[config.mk]
export PLATFORM = sky130hd
export DESIGN_NAME = escaped_frame_receiver
export DESIGN_NICKNAME = d
export VERILOG_FILES = /design/src/rtl/escfr_pkg.sv /design/src/rtl/escaped_frame_receiver.sv
export SDC_FILE = /design/constraint.sdc
export NUM_CORES = 1
export LEC_CHECK = 0
export ABC_AREA = 1
export BUFFER_PORTS_ARGS = -buffer_cell sky130_fd_sc_hd__buf_2
export CAP_MARGIN = 20
export CORE_ASPECT_RATIO = 0.5
export CORE_MARGIN = 3
export CORE_UTILIZATION = 62
export CTS_CLUSTER_DIAMETER = 40
export DETAILED_ROUTE_END_ITERATION = 7
export PLACE_DENSITY = 0.84
export SETUP_SLACK_MARGIN = 0.4
export SYNTH_ARGS = -nofsm -noshare
export SYNTH_HDL_FRONTEND = slang
export SYNTH_SLANG_ARGS = --single-unit
[constraint.sdc]
create_clock -name clk -period 8.01 [get_ports clk]
set_clock_uncertainty 0.05 [all_clocks]
set_input_delay 0.801 -clock clk [delete_from_list [all_inputs] [get_ports clk]]
set_output_delay 0.801 -clock clk [all_outputs]
set_load 0.005 [all_outputs]
[src/rtl/escfr_pkg.sv]
package escfr_pkg;

  localparam int unsigned BYTE_W              = 8;
  localparam int unsigned LEN_W               = 12;
  localparam int unsigned DEF_MAX_FRAME_BYTES = 4096;

  localparam logic [BYTE_W-1:0] ESC_BYTE = 8'h1B;
  localparam logic [BYTE_W-1:0] STX_BYTE = 8'h80;
  localparam logic [BYTE_W-1:0] ETX_BYTE = 8'h81;
  localparam logic [BYTE_W-1:0] STX_CODE = 8'hE7;
  localparam logic [BYTE_W-1:0] ETX_CODE = 8'hE8;
  localparam logic [BYTE_W-1:0] ESC_CODE = 8'h00;

  typedef struct packed {
    logic [BYTE_W-1:0] data;
    logic              first;
    logic              last;
    logic [LEN_W-1:0]  len;
    logic              restarted;
  } result_t;

endpackage

[src/rtl/escaped_frame_receiver.sv]
// Byte-stuffed frame receiver.
// Recovered bytes are registered in the result register, or in the skid
// register while a result waits. Throughput: one byte per cycle; the two-entry
// output stage keeps input accepting while one result waits, stalls it when full.
// Reset: synchronous, active high; clears frame, escape and count state and
// empties the output stage.
module escaped_frame_receiver
  import escfr_pkg::*;
#(
  parameter int unsigned MAX_FRAME_BYTES = DEF_MAX_FRAME_BYTES
) (
  input  logic              clk,
  input  logic              rst,
  input  logic              in_valid,
  output logic              in_ready,
  input  logic [BYTE_W-1:0] rx_byte,
  output logic              out_valid,
  input  logic              out_ready,
  output logic [BYTE_W-1:0] out_byte,
  output logic              is_first,
  output logic              is_last,
  output logic [LEN_W-1:0]  frame_len,
  output logic              restarted
);

  function automatic logic [LEN_W-1:0] LEN_CAP_W(input int unsigned v);
    return v[LEN_W-1:0];
  endfunction

  localparam int unsigned LEN_MAX = (1 << LEN_W) - 1;
  localparam int unsigned CAP_INT =
    ((MAX_FRAME_BYTES - 1) > LEN_MAX) ? LEN_MAX : (MAX_FRAME_BYTES - 1);
  localparam logic [LEN_W-1:0] LEN_CAP = LEN_CAP_W(CAP_INT);
  localparam logic [LEN_W-1:0] LEN_ONE = {{(LEN_W-1){1'b0}}, 1'b1};

  function automatic logic [LEN_W-1:0] sat_inc(input logic [LEN_W-1:0] v);
    return (v >= LEN_CAP) ? LEN_CAP : v + LEN_ONE;
  endfunction

  logic             in_frame, in_frame_next;
  logic             escape_pending, escape_pending_next;
  logic [LEN_W-1:0] recovered_count, recovered_count_next;

  result_t          res;
  logic             res_valid;
  result_t          out_reg;
  result_t          skid;
  logic             skid_valid;

  logic accept;
  logic pop;

  assign in_ready = !skid_valid;
  assign accept   = in_valid && in_ready;
  assign pop      = out_valid && out_ready;

  always_comb begin
    in_frame_next        = in_frame;
    escape_pending_next  = escape_pending;
    recovered_count_next = recovered_count;
    res_valid            = 1'b0;
    res.data             = rx_byte;
    res.first            = 1'b0;
    res.last             = 1'b0;
    res.len              = '0;
    res.restarted        = 1'b0;
    if (!in_frame) begin
      if (rx_byte == STX_BYTE) begin
        in_frame_next        = 1'b1;
        escape_pending_next  = 1'b0;
        recovered_count_next = sat_inc('0);
        res_valid            = 1'b1;
        res.first            = 1'b1;
      end
    end else if (rx_byte == STX_BYTE) begin
      escape_pending_next  = 1'b0;
      recovered_count_next = sat_inc('0);
      res_valid            = 1'b1;
      res.first            = 1'b1;
      res.restarted        = 1'b1;
    end else if (rx_byte == ETX_BYTE) begin
      in_frame_next        = 1'b0;
      escape_pending_next  = 1'b0;
      recovered_count_next = '0;
      res_valid            = 1'b1;
      res.last             = 1'b1;
      res.len              = sat_inc(recovered_count);
    end else if (escape_pending) begin
      escape_pending_next = 1'b0;
      case (rx_byte)
        STX_CODE: begin
          res_valid = 1'b1;
          res.data  = STX_BYTE;
        end
        ETX_CODE: begin
          res_valid = 1'b1;
          res.data  = ETX_BYTE;
        end
        ESC_CODE: begin
          res_valid = 1'b1;
          res.data  = ESC_BYTE;
        end
        default: res_valid = 1'b0;
      endcase
      if (res_valid) begin
        recovered_count_next = sat_inc(recovered_count);
      end
    end else if (rx_byte == ESC_BYTE) begin
      escape_pending_next = 1'b1;
    end else begin
      recovered_count_next = sat_inc(recovered_count);
      res_valid            = 1'b1;
    end
  end

  always_ff @(posedge clk) begin
    if (rst) begin
      in_frame        <= 1'b0;
      escape_pending  <= 1'b0;
      recovered_count <= '0;
    end else if (accept) begin
      in_frame        <= in_frame_next;
      escape_pending  <= escape_pending_next;
      recovered_count <= recovered_count_next;
    end
  end

  always_ff @(posedge clk) begin
    if (rst) begin
      out_valid  <= 1'b0;
      skid_valid <= 1'b0;
    end else if (skid_valid) begin
      if (pop) begin
        out_reg    <= skid;
        skid_valid <= 1'b0;
      end
    end else if (accept && res_valid) begin
      if (!out_valid || pop) begin
        out_reg   <= res;
        out_valid <= 1'b1;
      end else begin
        skid       <= res;
        skid_valid <= 1'b1;
      end
    end else if (pop) begin
      out_valid <= 1'b0;
    end
  end

  assign out_byte  = out_reg.data;
  assign is_first  = out_reg.first;
  assign is_last   = out_reg.last;
  assign frame_len = out_reg.len;
  assign restarted = out_reg.restarted;

endmodule
==> reports/qor.csv <==
metric,value,unit
status,completed,
crit_path_max_incr_delay,610,ps
yosysUniqueCellTypes,36,
viasPerCell,5.56,
io_buffers,36,
cts_resized,0,
grt-ovfl-total,0,
synth_seq_area_share,0.555,
syn_to_final_growth,15.3,%
critical_path_class,in -> reg,
post-place-ws,4600,ps
syn_nets,359,
synth.area.mux_share,0,
antennaDiodeCount,0,
antenna_left,0,
grt_use_total,0.252,
io_pins,37,
worst_pin_slew,1060,ps
cpLargestDelayFamily,compound AO/OA/AOI/OAI gates,
maxCapViolCount,0,
cp_num_buf_inv,3,
critPathCaptureType,register,
clk_pin_slew_worst_paths,70,ps
worstPathCellList,buf_2 > inv_1 > nand2_1 > nor2_2 > nand2_2 > nand2_1 > nor2_1 > nor2_4 > o21ai_0 > a21oi_2 > buf_8,
drt-pass1-iter-count,5,
cts_buffers,9,
clkSinkCount,62,
dr_total_vias,2541,
layout.nets,399,
drive_gt1_frac,0.225,
p_leak,1.39,nW
grt_pass1_wl,11500,µm
clk_path_buf_depth,2,
finalHoldViolCount,0,
stdcell_count,457,
crit_required,8000,ps
max_freq,339,MHz
wl,6800,µm
wl_per_cell,14.9,µm
worstSkewPairLatency,340,ps
final-max-slew-violation-count,0,
antenna_found_initial,0,
start_kind,primary input,
finalSetupTns,0,ps
yosys.area_share.simple,0.275,
core_area,4570,µm²
grt_pass1_vias,2432,
ir_drop,0.125,mV
cts-hold-fix-buffers,0,
synth_top_family_by_area,simple AND/OR/NAND/NOR gates,
cts_tree,built,
gp_congestion,0.936,
finalSetupViolCount,0,
fin_ws,5060,ps
synth_fa_ha_area_frac,0.00408,
synthCells,346,
hold_class,reg -> reg,
rows,17,
design_area,3530,µm²
arrival,2950,ps
die-area,5870,µm²
powerDensity,185,nW/µm²
synth_compound_area_frac,0.0862,
die_w,105,µm
path_common_cell,nand2_1,
grt_start_max_net_pins,24,
fin_crit_sh,0.368,
ys_warn_count,0,
grt_setup_unrepaired,false,
relSlewSlack,0.297,
ys_ff_latch,62,
drc_errors,0,
synth-xor-area-share,0.00857,
fp.dieH,55.7,µm
syn_avg_cell_area,8.86,µm²
initial_core_util,0.670,
critical_path.slowest_cell,a21oi_2,
dp_cells,440,
syn_area,3060,µm²
final_core_utilization,0.773,
htreeDepth,3,
drt-initial-drc-count,169,
crit_fanout,14,
place_area,3300,µm²
clockRootBuffer,clkbuf_8,
min_period,2950,ps
hpwlAfterDp,4540,µm
postCtsSetupRepairBufs,0,
per-stage QoR:
step	hold slack, ps	power (W)
after floorplan	410	0.000359
after global placement	420	0.000365
after detailed placement	450	0.000366
after CTS	465	0.000658
after global routing	498	0.000676
final	465	0.000655
Yosys cell counts, drive strengths merged:
library cell  number  share of area
xnor2              1         0.0029
a31oi              4         0.0082
buf                5          0.011
nand3             31          0.058
nand3b             1         0.0025
inv               43          0.053
edfxtp            46           0.45
or2                2         0.0041
dfxtp             16           0.10
ha                 1         0.0041
nor3               2         0.0049
xor2               2         0.0057
nand2             99           0.13
a221oi             1         0.0029
nand4              4         0.0082
nor2              44          0.069
o21ai             18          0.029
clkbuf             5         0.0061
a22o               4          0.011
o211ai             1         0.0025
a21oi             15          0.032
clkinv             1         0.0012
metal layers:
layer  share of wire  track usage  vias to the layer above
li1                -            -                     1222
met1            0.39        0.298                     1154
met2            0.49        0.423                      131
met3           0.079       0.0788                       34
met4           0.038        0.120                        0
met5               0            0                        -
power breakdown:
group	switching [W]	internal, W
Sequential	0.0000000996	0.000342
Clock	0.000121	0.000175
Combinational	0.0000124	0.00000542
worst min-delay path: stages (launching register included):
cell and delay, ps:
edfxtp_1 320, nand2_1 40, nand2_1 50
layout make-up:
type	instances	area (µm²)
fillers	310	1040
well taps	66	82.6
multi-input cells	230	1150
repair buffers	39	218
flip-flops and latches	62	1700
clock buffers	10	128
clock inverters	6	86.3
inverters	44	165
kinds of logic (layout without fill, tap and decap cells):
kind of cell,count (synthesis),after routing
DFF,62,62
and+or+nand+nor,183,183
buffers and inverters,54,99
xor gates and xnor gates,3,3
AOI/OAI and AO/OA,43,43
adders and majority gates,1,1
cells in the final DEF (no fill, tap or decap), types with 6 or more instances in the layout:
master | Yosys | routed
inv_1 | 35 | 35
dfxtp_1 | 16 | 16
o21ai_0 | 8 | 8
nor2_1 | 37 | 36
o21ai_1 | 10 | 10
inv_2 | 8 | 8
edfxtp_1 | 46 | 46
clkbuf_8 | 0 | 9
nand2_2 | 6 | 6
nand2_1 | 92 | 92
buf_2 | 2 | 36
a21oi_1 | 9 | 8
nand3_1 | 28 | 28
a21oi_2 | 6 | 7
sequential cells by signal, summed over array words and instances, names as in the netlist:
register         cells
skid                23
frame_len           12
recovered_count     12
out_byte             8
escape_pending       1
in_frame             1
is_first             1
is_last              1
out_valid            1
restarted            1
skid_valid           1
worst paths after layout:
check / start / end / slack (ps) / depth (start not counted)
max reg2reg: skid_valid / frame_len[5] / 5300 / 8
max: rx_byte[2] / frame_len[5] / 5060 / 11
min: skid[21] / out_byte[6] / 470 / 2
min reg2reg: skid[21] / out_byte[6] / 470 / 2
(Power assumes the default switching activity.)
